`src/adpcmd_pkg.sv`:
```
package adpcmd_pkg;

	localparam int unsigned ByteW    = 8;
	localparam int unsigned NibW     = 4;
	localparam int unsigned CoefW    = 16;
	localparam int unsigned SampleW  = 16;
	localparam int unsigned ProdW    = 2 * CoefW;
	localparam int unsigned AccW     = ProdW + 2;
	localparam int unsigned PredSh   = 11;
	localparam int unsigned PredW    = AccW - PredSh;
	localparam int unsigned NibShW   = NibW + 16;
	localparam int unsigned SumW     = PredW + 2;
	localparam int unsigned PosW     = 3;
	localparam int unsigned HdrW     = 7;
	localparam int unsigned NumBanks = 4;
	localparam int unsigned BankSelW = $clog2(NumBanks);
	localparam int unsigned CfgIdxW  = 3;
	localparam int unsigned CfgDataW = NumBanks * CoefW;

	localparam logic [PosW-1:0]          FirstDataPos = PosW'(1);
	localparam logic [PosW-1:0]          LastPos      = PosW'(7);
	localparam logic signed [AccW-1:0]   RoundBias    = AccW'(34'sh400);
	localparam logic signed [SumW-1:0]   SampleMax    = SumW'(25'sh7fff);
	localparam logic signed [SumW-1:0]   SampleMin    = -SumW'(25'sh7fff);

	typedef struct packed {
		logic take;
		logic header;
		logic mul_first;
		logic mul_second;
		logic fin;
		logic nib_lo;
		logic push;
	} cmd_t;

	typedef struct packed {
		logic is_header;
	} status_t;

endpackage

```
`src/adpcmd_in_if.sv`:
```
interface adpcmd_in_if;
	logic                              valid;
	logic                              ready;
	logic [adpcmd_pkg::ByteW-1:0]      adpcm_byte;
	logic                              channel_start;

	modport source (output valid, output adpcm_byte, output channel_start, input ready);
	modport sink (input valid, input adpcm_byte, input channel_start, output ready);
endinterface

```
`src/adpcmd_out_if.sv`:
```
interface adpcmd_out_if;
	logic                                 valid;
	logic                                 ready;
	logic signed [adpcmd_pkg::SampleW-1:0] first_sample;
	logic signed [adpcmd_pkg::SampleW-1:0] second_sample;
	logic                                 frame_end;

	modport source (output valid, output first_sample, output second_sample,
		output frame_end, input ready);
	modport sink (input valid, input first_sample, input second_sample,
		input frame_end, output ready);
endinterface

```
`src/adpcmd_cfg_if.sv`:
```
interface adpcmd_cfg_if;
	logic                                valid;
	logic                                ready;
	logic [adpcmd_pkg::CfgIdxW-1:0]      index;
	logic [adpcmd_pkg::CfgDataW-1:0]     data;

	modport source (output valid, output index, output data, input ready);
	modport sink (input valid, input index, input data, output ready);
endinterface

```
`src/adpcmd_ctrl.sv`:
```
module adpcmd_ctrl (
	input  logic                clk,
	input  logic                arst_n,
	input  logic                in_valid,
	output logic                in_ready,
	output logic                out_valid,
	input  logic                out_ready,
	input  adpcmd_pkg::status_t status,
	output adpcmd_pkg::cmd_t    cmd
);

	typedef enum logic [2:0] {
		S_IDLE,
		S_CLASS,
		S_MUL1,
		S_MUL2,
		S_FIN,
		S_PUSH
	} state_t;

	state_t state_q;
	logic   nib_q;
	logic   out_valid_q;
	logic   push_ok;

	assign push_ok   = !out_valid_q || out_ready;
	assign in_ready  = (state_q == S_IDLE);
	assign out_valid = out_valid_q;

	always_comb begin
		cmd = '0;
		cmd.nib_lo = nib_q;
		unique case (state_q)
			S_IDLE:  cmd.take = in_valid;
			S_CLASS: cmd.header = status.is_header;
			S_MUL1:  cmd.mul_first = 1'b1;
			S_MUL2:  cmd.mul_second = 1'b1;
			S_FIN:   cmd.fin = 1'b1;
			S_PUSH:  cmd.push = push_ok;
			default: cmd = '0;
		endcase
	end

	always_ff @(posedge clk or negedge arst_n) begin
		if (!arst_n) begin
			state_q     <= S_IDLE;
			nib_q       <= 1'b0;
			out_valid_q <= 1'b0;
		end else begin
			if (cmd.push)
				out_valid_q <= 1'b1;
			else if (out_ready)
				out_valid_q <= 1'b0;
			unique case (state_q)
				S_IDLE: begin
					if (in_valid)
						state_q <= S_CLASS;
				end
				S_CLASS: begin
					nib_q <= 1'b0;
					state_q <= status.is_header ? S_IDLE : S_MUL1;
				end
				S_MUL1: state_q <= S_MUL2;
				S_MUL2: state_q <= S_FIN;
				S_FIN: begin
					nib_q <= 1'b1;
					state_q <= nib_q ? S_PUSH : S_MUL1;
				end
				S_PUSH: begin
					if (push_ok)
						state_q <= S_IDLE;
				end
				default: state_q <= S_IDLE;
			endcase
		end
	end

endmodule

```
`src/adpcmd_datapath.sv`:
```
module adpcmd_datapath (
	input  logic                                   clk,
	input  logic                                   arst_n,
	input  logic [adpcmd_pkg::ByteW-1:0]           in_byte,
	input  logic                                   in_start,
	input  logic                                   cfg_we,
	input  logic [adpcmd_pkg::CfgIdxW-1:0]         cfg_idx,
	input  logic [adpcmd_pkg::CfgDataW-1:0]        cfg_data,
	input  adpcmd_pkg::cmd_t                       cmd,
	output adpcmd_pkg::status_t                    status,
	output logic signed [adpcmd_pkg::SampleW-1:0]  first_sample,
	output logic signed [adpcmd_pkg::SampleW-1:0]  second_sample,
	output logic                                   frame_end
);

	localparam int unsigned ProdW   = adpcmd_pkg::ProdW;
	localparam int unsigned AccW    = adpcmd_pkg::AccW;
	localparam int unsigned PredW   = adpcmd_pkg::PredW;
	localparam int unsigned NibShW  = adpcmd_pkg::NibShW;
	localparam int unsigned SumW    = adpcmd_pkg::SumW;
	localparam int unsigned SampleW = adpcmd_pkg::SampleW;
	localparam int unsigned CoefW   = adpcmd_pkg::CoefW;

	logic [adpcmd_pkg::CfgDataW-1:0]       coef_q [adpcmd_pkg::NumBanks];
	logic [adpcmd_pkg::ByteW-1:0]          byte_q;
	logic                                  start_q;
	logic [adpcmd_pkg::PosW-1:0]           pos_q;
	logic [adpcmd_pkg::HdrW-1:0]           sp_q;
	logic signed [SampleW-1:0]             h1_q, h2_q;
	logic signed [ProdW-1:0]               prod_q;
	logic signed [AccW-1:0]                acc_q;
	logic signed [SampleW-1:0]             s0_q, s1_q;
	logic signed [SampleW-1:0]             first_q, second_q;
	logic                                  fe_q, fe_out_q;

	logic [3:0]                            coef_k;
	logic [adpcmd_pkg::CfgDataW-1:0]       bank_sel;
	logic signed [CoefW-1:0]               coef_sel;
	logic signed [SampleW-1:0]             mul_b;
	logic signed [ProdW-1:0]               prod_d;
	logic signed [AccW-1:0]                sum_d;
	logic signed [PredW-1:0]               pred_d;
	logic [adpcmd_pkg::NibW-1:0]           nib;
	logic signed [NibShW-1:0]              nib_sh;
	logic signed [SumW-1:0]                tot_d;
	logic signed [SampleW-1:0]             samp_d;

	assign status.is_header = start_q || (pos_q == '0);

	assign coef_k   = {sp_q[6:4], cmd.mul_second};
	assign bank_sel = coef_q[coef_k[3:2]];
	assign coef_sel = signed'(bank_sel[{coef_k[1:0], 4'b0000} +: CoefW]);
	assign mul_b    = cmd.mul_second ? h2_q : h1_q;
	assign prod_d   = ProdW'(coef_sel) * ProdW'(mul_b);

	assign sum_d  = acc_q + AccW'(prod_q);
	assign pred_d = signed'(sum_d[AccW-1:adpcmd_pkg::PredSh]);
	assign nib    = cmd.nib_lo ? byte_q[3:0] : byte_q[7:4];
	assign nib_sh = NibShW'(signed'(nib)) <<< sp_q[3:0];
	assign tot_d  = SumW'(pred_d) + SumW'(nib_sh);

	always_comb begin
		if (tot_d > adpcmd_pkg::SampleMax)
			samp_d = SampleW'(adpcmd_pkg::SampleMax);
		else if (tot_d < adpcmd_pkg::SampleMin)
			samp_d = SampleW'(adpcmd_pkg::SampleMin);
		else
			samp_d = tot_d[SampleW-1:0];
	end

	always_ff @(posedge clk or negedge arst_n) begin
		if (!arst_n) begin
			for (int i = 0; i < adpcmd_pkg::NumBanks; i++)
				coef_q[i] <= '0;
			pos_q <= '0;
			sp_q  <= '0;
			h1_q  <= '0;
			h2_q  <= '0;
		end else begin
			if (cfg_we && (cfg_idx[adpcmd_pkg::CfgIdxW-1:adpcmd_pkg::BankSelW] == '0))
				coef_q[cfg_idx[adpcmd_pkg::BankSelW-1:0]] <= cfg_data;
			if (cmd.header) begin
				sp_q  <= byte_q[adpcmd_pkg::HdrW-1:0];
				pos_q <= adpcmd_pkg::FirstDataPos;
				if (start_q) begin
					h1_q <= '0;
					h2_q <= '0;
				end
			end
			if (cmd.fin) begin
				h2_q <= h1_q;
				h1_q <= samp_d;
				if (cmd.nib_lo)
					pos_q <= pos_q + 1'b1;
			end
		end
	end

	always_ff @(posedge clk) begin
		if (cmd.take) begin
			byte_q  <= in_byte;
			start_q <= in_start;
		end
		if (cmd.mul_first)
			prod_q <= prod_d;
		if (cmd.mul_second) begin
			acc_q  <= AccW'(prod_q) + adpcmd_pkg::RoundBias;
			prod_q <= prod_d;
		end
		if (cmd.fin) begin
			if (cmd.nib_lo) begin
				s1_q <= samp_d;
				fe_q <= (pos_q == adpcmd_pkg::LastPos);
			end else begin
				s0_q <= samp_d;
			end
		end
		if (cmd.push) begin
			first_q  <= s0_q;
			second_q <= s1_q;
			fe_out_q <= fe_q;
		end
	end

	assign first_sample  = first_q;
	assign second_sample = second_q;
	assign frame_end     = fe_out_q;

endmodule

```
`src/adpcm_nibble_decoder_core.sv`:
```
// 4-bit DSP ADPCM decoder, one stream byte per input word.
// Channels: adpcm (sink) takes adpcm_byte and channel_start; pcm (source)
// gives first_sample, second_sample and frame_end; cfg (sink) writes the
// four 64-bit coefficient banks by index and is always ready.
// Frames are 8 bytes: a header byte gives no output word, each of the
// seven data bytes gives one word with two samples. channel_start clears
// the history and makes the byte a header.
// Steps: a header byte is taken and classified, then the input is ready
// again. A data byte is classified, then per nibble takes three steps on
// one shared 16x16 multiplier (c1*h1, c2*h2, sum and clamp), then the
// output load. A new byte is taken only after the previous one is done.
// The input is ready again while the last output word waits to be taken;
// if the receiver stalls, the next decoded word holds in the push step
// until the output register frees.
// Reset clears the history, frame position, header and coefficients, and
// empties the output register.
module adpcm_nibble_decoder_core (
	input  logic          clk,
	input  logic          arst_n,
	adpcmd_in_if.sink     adpcm,
	adpcmd_out_if.source  pcm,
	adpcmd_cfg_if.sink    cfg
);

	adpcmd_pkg::cmd_t    cmd;
	adpcmd_pkg::status_t status;

	assign cfg.ready = 1'b1;

	adpcmd_ctrl u_ctrl (
		.clk       (clk),
		.arst_n    (arst_n),
		.in_valid  (adpcm.valid),
		.in_ready  (adpcm.ready),
		.out_valid (pcm.valid),
		.out_ready (pcm.ready),
		.status    (status),
		.cmd       (cmd)
	);

	adpcmd_datapath u_dp (
		.clk           (clk),
		.arst_n        (arst_n),
		.in_byte       (adpcm.adpcm_byte),
		.in_start      (adpcm.channel_start),
		.cfg_we        (cfg.valid),
		.cfg_idx       (cfg.index),
		.cfg_data      (cfg.data),
		.cmd           (cmd),
		.status        (status),
		.first_sample  (pcm.first_sample),
		.second_sample (pcm.second_sample),
		.frame_end     (pcm.frame_end)
	);

`ifndef SYNTHESIS
	a_busy_after_take: assert property (@(posedge clk) disable iff (!arst_n)
		adpcm.valid && adpcm.ready |=> !adpcm.ready)
		else $error("input ready right after a word was taken");

	a_valid_from_push: assert property (@(posedge clk) disable iff (!arst_n)
		$rose(pcm.valid) |-> $past(cmd.push))
		else $error("output valid without a push");

	a_sample_clamped: assert property (@(posedge clk) disable iff (!arst_n)
		pcm.valid |-> (pcm.first_sample != 16'sh8000) && (pcm.second_sample != 16'sh8000))
		else $error("sample outside clamp range");

	a_one_step: assert property (@(posedge clk) disable iff (!arst_n)
		$onehot0({cmd.take, cmd.header, cmd.mul_first, cmd.mul_second, cmd.fin, cmd.push}))
		else $error("more than one datapath step at once");
`endif

endmodule
```
`src/flat_wrapper.sv`:
```
// flat-port wrapper written by rule: the top's interface ports become plain ports
module adpcm_nibble_decoder_core_flat 
  (clk, arst_n, adpcm_valid, adpcm_adpcm_byte, adpcm_channel_start, adpcm_ready, pcm_valid, pcm_first_sample, pcm_second_sample, pcm_frame_end, pcm_ready, cfg_valid, cfg_index, cfg_data, cfg_ready);
  adpcmd_in_if adpcm_i ();
  adpcmd_out_if pcm_i ();
  adpcmd_cfg_if cfg_i ();
  input  logic clk;
  input  logic arst_n;
  input wire logic [$bits(adpcm_i.valid)-1:0] adpcm_valid;
  input wire logic [$bits(adpcm_i.adpcm_byte)-1:0] adpcm_adpcm_byte;
  input wire logic [$bits(adpcm_i.channel_start)-1:0] adpcm_channel_start;
  output wire logic [$bits(adpcm_i.ready)-1:0] adpcm_ready;
  output wire logic [$bits(pcm_i.valid)-1:0] pcm_valid;
  output wire logic [$bits(pcm_i.first_sample)-1:0] pcm_first_sample;
  output wire logic [$bits(pcm_i.second_sample)-1:0] pcm_second_sample;
  output wire logic [$bits(pcm_i.frame_end)-1:0] pcm_frame_end;
  input wire logic [$bits(pcm_i.ready)-1:0] pcm_ready;
  input wire logic [$bits(cfg_i.valid)-1:0] cfg_valid;
  input wire logic [$bits(cfg_i.index)-1:0] cfg_index;
  input wire logic [$bits(cfg_i.data)-1:0] cfg_data;
  output wire logic [$bits(cfg_i.ready)-1:0] cfg_ready;
  assign adpcm_i.valid = adpcm_valid;
  assign adpcm_i.adpcm_byte = adpcm_adpcm_byte;
  assign adpcm_i.channel_start = adpcm_channel_start;
  assign adpcm_ready = adpcm_i.ready;
  assign pcm_valid = pcm_i.valid;
  assign pcm_first_sample = pcm_i.first_sample;
  assign pcm_second_sample = pcm_i.second_sample;
  assign pcm_frame_end = pcm_i.frame_end;
  assign pcm_i.ready = pcm_ready;
  assign cfg_i.valid = cfg_valid;
  assign cfg_i.index = cfg_index;
  assign cfg_i.data = cfg_data;
  assign cfg_ready = cfg_i.ready;
  adpcm_nibble_decoder_core u_core (.clk(clk), .arst_n(arst_n), .adpcm(adpcm_i), .pcm(pcm_i), .cfg(cfg_i));
endmodule
```
`config.mk`:
```
export PLATFORM = sky130hd
export DESIGN_NAME = adpcm_nibble_decoder_core_flat
export DESIGN_NICKNAME = d
export VERILOG_FILES = /design/src/adpcmd_pkg.sv /design/src/adpcmd_in_if.sv /design/src/adpcmd_out_if.sv /design/src/adpcmd_cfg_if.sv /design/src/adpcmd_ctrl.sv /design/src/adpcmd_datapath.sv /design/src/adpcm_nibble_decoder_core.sv /design/src/flat_wrapper.sv
export SDC_FILE = /design/constraint.sdc
export NUM_CORES = 1
export LEC_CHECK = 0
export ABC_AREA = 1
export BUFFER_PORTS_ARGS = -buffer_cell sky130_fd_sc_hd__buf_2
export CAP_MARGIN = 10
export CORE_AREA = 2 2 234 236
export CTS_CLUSTER_SIZE = 20
export DETAILED_ROUTE_END_ITERATION = 8
export DIE_AREA = 0 0 236 238
export PLACE_DENSITY = 0.77
export SETUP_SLACK_MARGIN = 0.05
export SLEW_MARGIN = 20
export SYNTH_ARGS = -nofsm -noshare
export SYNTH_HDL_FRONTEND = slang
export SYNTH_SLANG_ARGS = --single-unit
```
`constraint.sdc`:
```
create_clock -name clk -period 23.4 [get_ports clk]
set_input_delay 1.17 -clock clk [delete_from_list [all_inputs] [get_ports clk]]
set_output_delay 1.17 -clock clk [all_outputs]
set_load 0.02 [all_outputs]
```
==> impl_results.md <==
- Overall Global Routing Usage: 0.282
- Yosys synthesis warning count: 0
- CTS Buffer Depth: 3
- HP Start: u_core.u_dp.s0_q[0]$_DFFE_PP_
- Slew of the pin with the lowest slew margin: 1.06 ns
- Count of maximum capacitance violations: 0
- Clock skew: 0.0242 ns
- Data arrival time at the worst-slack endpoint: 9.77 ns
- Part of the Yosys area used for sequential elements: 0.371
- Setup TNS: 0 ns
- Crit path largest cell delay: 0.97 ns
- Mapped cell area: 31800 sq um
- Clock root cell: sky130_fd_sc_hd__clkbuf_16
- Portion of the clock cycle consumed by the worst path in the final layout: 0.404
- Type of the setup path with the least slack: reg -> reg
- Remaining antenna violation count after routing: 0
- Die outline area: 56200 sq um
- Clock-pin slew reported for the worst setup and hold paths after clock tree synthesis: 0.07 ns
- Crit start category: register
- Placed Area: 33000 sq um
- Post-synthesis mux area share: 0.0201
- Count of hold buffers inserted by post-cts repair: 0
- Overall die height: 238 um
- Remaining routing DRC violations: 0
- Post-layout min period: 9.46 ns
- Outcome: complete, no violations
- Placeable core area: 53500 sq um
- Total count of max-transition violations in the final report: 0
- Highest achievable clock rate: 106 MHz
- # H-tree levels: 2
- Hold/Removal Path Class: reg -> reg
- Most instantiated flip-flop cell in the synthesis netlist: sky130_fd_sc_hd__dfrtp_1
- CP startpoint: u_core.u_dp.sp_q[5]$_DFFE_PN0P_
- Fraction of the mapped netlist area in adder cells: 0.221
- Per-cell routed wire length: 17.2 um
- Global-route wire length before repair: 126 mm
- Most frequent cells in the layout: 783 x sky130_fd_sc_hd__nand2_1, 631 x sky130_fd_sc_hd__inv_1, 443 x sky130_fd_sc_hd__o21ai_0
- Filler cell count: 4399
- Antenna fix cells: 0
- Crit path required time: 23.71 ns
- Clock tree from TritonCTS: yes
- Summed area of non-filler cells in the final layout: 34500 sq um
- Post-synth EDFFs: 140
- Ports: 117
- Worst flop-to-flop path startpoint: u_core.u_dp.sp_q[5]$_DFFE_PN0P_
- Horizontal die dimension: 236 um
- Count of final setup violators: 0
- Antenna violations before repair: 0
- Overall via count from detail_route: 24796
- Post-Synth Simple-Gate Area: 0.148
- Later-pin clock latency in the skew report: 0.59 ns
- Most numerous cell on the critical path: sky130_fd_sc_hd__fa_1
- Net count of the mapped netlist: 4154
- Unique masters post-synth: 50
- Net count of the finished layout: 4209
- Main combinational cell family by area after synthesis: adder cells
- Synthesized area per cell: 8.67 sq um
- Total Routed Length: 76.8 mm
- Leading area contributor after synthesis: sky130_fd_sc_hd__dfrtp_1
- Remaining global-route overflow: 0
- Largest cells by area after synthesis: sky130_fd_sc_hd__dfrtp_1 24%, sky130_fd_sc_hd__fa_1 17%, sky130_fd_sc_hd__edfxtp_1 13%, sky130_fd_sc_hd__nand2_1 9.2%, sky130_fd_sc_hd__inv_1 7.5%
- RePlAce Congestion: 0.944
- Commonest non-fill, non-tap cell in the layout: sky130_fd_sc_hd__nand2_1
- Max FO, Critical Path: 78
- Vias per Instance: 5.57
- Final standard cell utilization of the core: 0.645
- Portion of synthesized cell area occupied by the leading cell type: 0.238
- Number of endpoints with negative hold slack in the final report: 0
- Layout Area Growth over Synthesis: 8.46%
- Ys async rst share: 0.684
- Largest net degree at the start of global routing: 185
- First-pass iteration count of the detailed router: 8
- #FFs+latches synth: 443
- Slowest-stage cell, CP: sky130_fd_sc_hd__dfrtp_4
- Buffers inserted during post-CTS setup optimization: 0
- Synthesized-area fraction occupied by ao, oa, aoi and oai cells: 0.122
- CTS Sinks: 443
- Placed wire-length estimate after detailed placement: 57.2 mm
- Number of DRC markers in iteration 0: 2276
- Starting density of the core: 0.594
- Inserted Clock Buffers: 44
- Count of port buffers added during placement: 115
- Post-cts resize count: 0
- Mapped Cells: 3669
- # rows: 85
- Slack of the worst reg-to-reg path: 13.94 ns
- Setup repair after global routing missed its margin: no
- Via count of the first global-routing pass: 24409
- Headroom to the max-slew limit: 0.292
- Type of destination of the critical path: register
- Fraction of final layout cells with drive strength greater than 1: 0.0745
- Share of the synthesized netlist area taken by xor and xnor gates: 0.0234
==> metal layers <==
metal  up-vias  wire length (um)  GRT usage
met5         -                 0          0
met4         0              3130      0.113
met3       171              4800     0.0364
met2       861             37100      0.476
met1     12031             31800      0.372
li1      11733                 -          -
==> synthesized netlist by cell type, drive strengths merged (2+ instances only) <==
library cell    n
ha            141
o21a            8
inv           642
clkinv          8
o22ai           4
o21ai         449
a21oi         161
o211ai         68
nand3          71
xnor2          29
a31oi           5
dfrtp         303
a21boi          4
o21bai          8
and2            3
nor4            4
clkbuf         98
edfxtp        140
a21o            4
nand2         805
buf            35
nand4          21
xor2           56
nor3           12
o31ai           5
nor2          249
nor3b           2
mux2i          64
fa            263
==> final timing paths <==
check / endpoint / depth (start not counted)
worst max-delay path: u_core.u_dp.prod_q[29]$_DFFE_PP_ / 29
worst min-delay path: u_core.u_dp.first_sample[0]$_DFFE_PP_ / 0
worst max register to register: u_core.u_dp.prod_q[29]$_DFFE_PP_ / 29
worst min register to register: u_core.u_dp.first_sample[0]$_DFFE_PP_ / 0
max in group asynchronous: u_core.u_dp.sp_q[5]$_DFFE_PN0P_ / 2
min in group asynchronous: u_core.u_dp.coef_q[84]$_DFFE_PN0P_ / 1
==> metrics by stage <==
stage	setup WS, ns	hold WS [ns]	cells
after floorplan	14.95	0.400	3669
after global placement	14.28	0.400	4374
after detailed placement	14.12	0.405	4374
after CTS	13.97	0.419	4452
after global routing	13.21	0.429	4452
final	13.94	0.413	4452
==> sequential cells by signal, summed over array words and instances, names as in the netlist, 3 cells and up <==
signal,count
u_core.u_dp.byte_q,8
u_core.u_ctrl.state_q,3
u_core.u_dp.pos_q,3
u_core.u_dp.coef_q,256
u_core.u_dp.s0_q,16
u_core.u_dp.h1_q,16
u_core.u_dp.s1_q,16
u_core.u_dp.acc_q,33
u_core.u_dp.h2_q,16
u_core.u_dp.prod_q,32
u_core.u_dp.second_sample,16
u_core.u_dp.sp_q,7
u_core.u_dp.first_sample,16
==> layout make-up <==
class	count	area (sq um)	area share
Multi-Input combinational cell	2443	17100	0.495
Sequential cell	443	11800	0.342
Inverter	650	2440	0.0708
Clock buffer	56	1220	0.0353
Tap cell	696	871	0.0253
Timing Repair Buffer	142	801	0.0232
Clock inverter	22	282	0.00816
==> cells by family (layout without fill, tap and decap cells) <==
kind of cell    after synthesis  in the layout
fa+ha+maj                   404            404
xor+xnor                     85             85
compound gates              720            720
other cells                   1              1
buf+inv                     783            870
flops                       443            443
simple gates               1169           1169
mux                          64             64
==> critical path, delay by kind of cell (launching register included) <==
| kind | cells | cell delay (ns) |
|---|---|---|
| AND/OR/NAND/NOR | 8 | 1.61 |
| AO/OA/AOI/OAI | 5 | 0.79 |
| adder cells (fa/ha/maj) | 7 | 3.35 |
| buffers and inverters | 7 | 2.14 |
| multiplexers | 1 | 0.14 |
| flip-flops | 1 | 0.97 |
| XOR/XNOR | 1 | 0.09 |
Power is not shown: default switching activity piles up to over one toggle a cycle in this logic, so the estimate is an artifact.
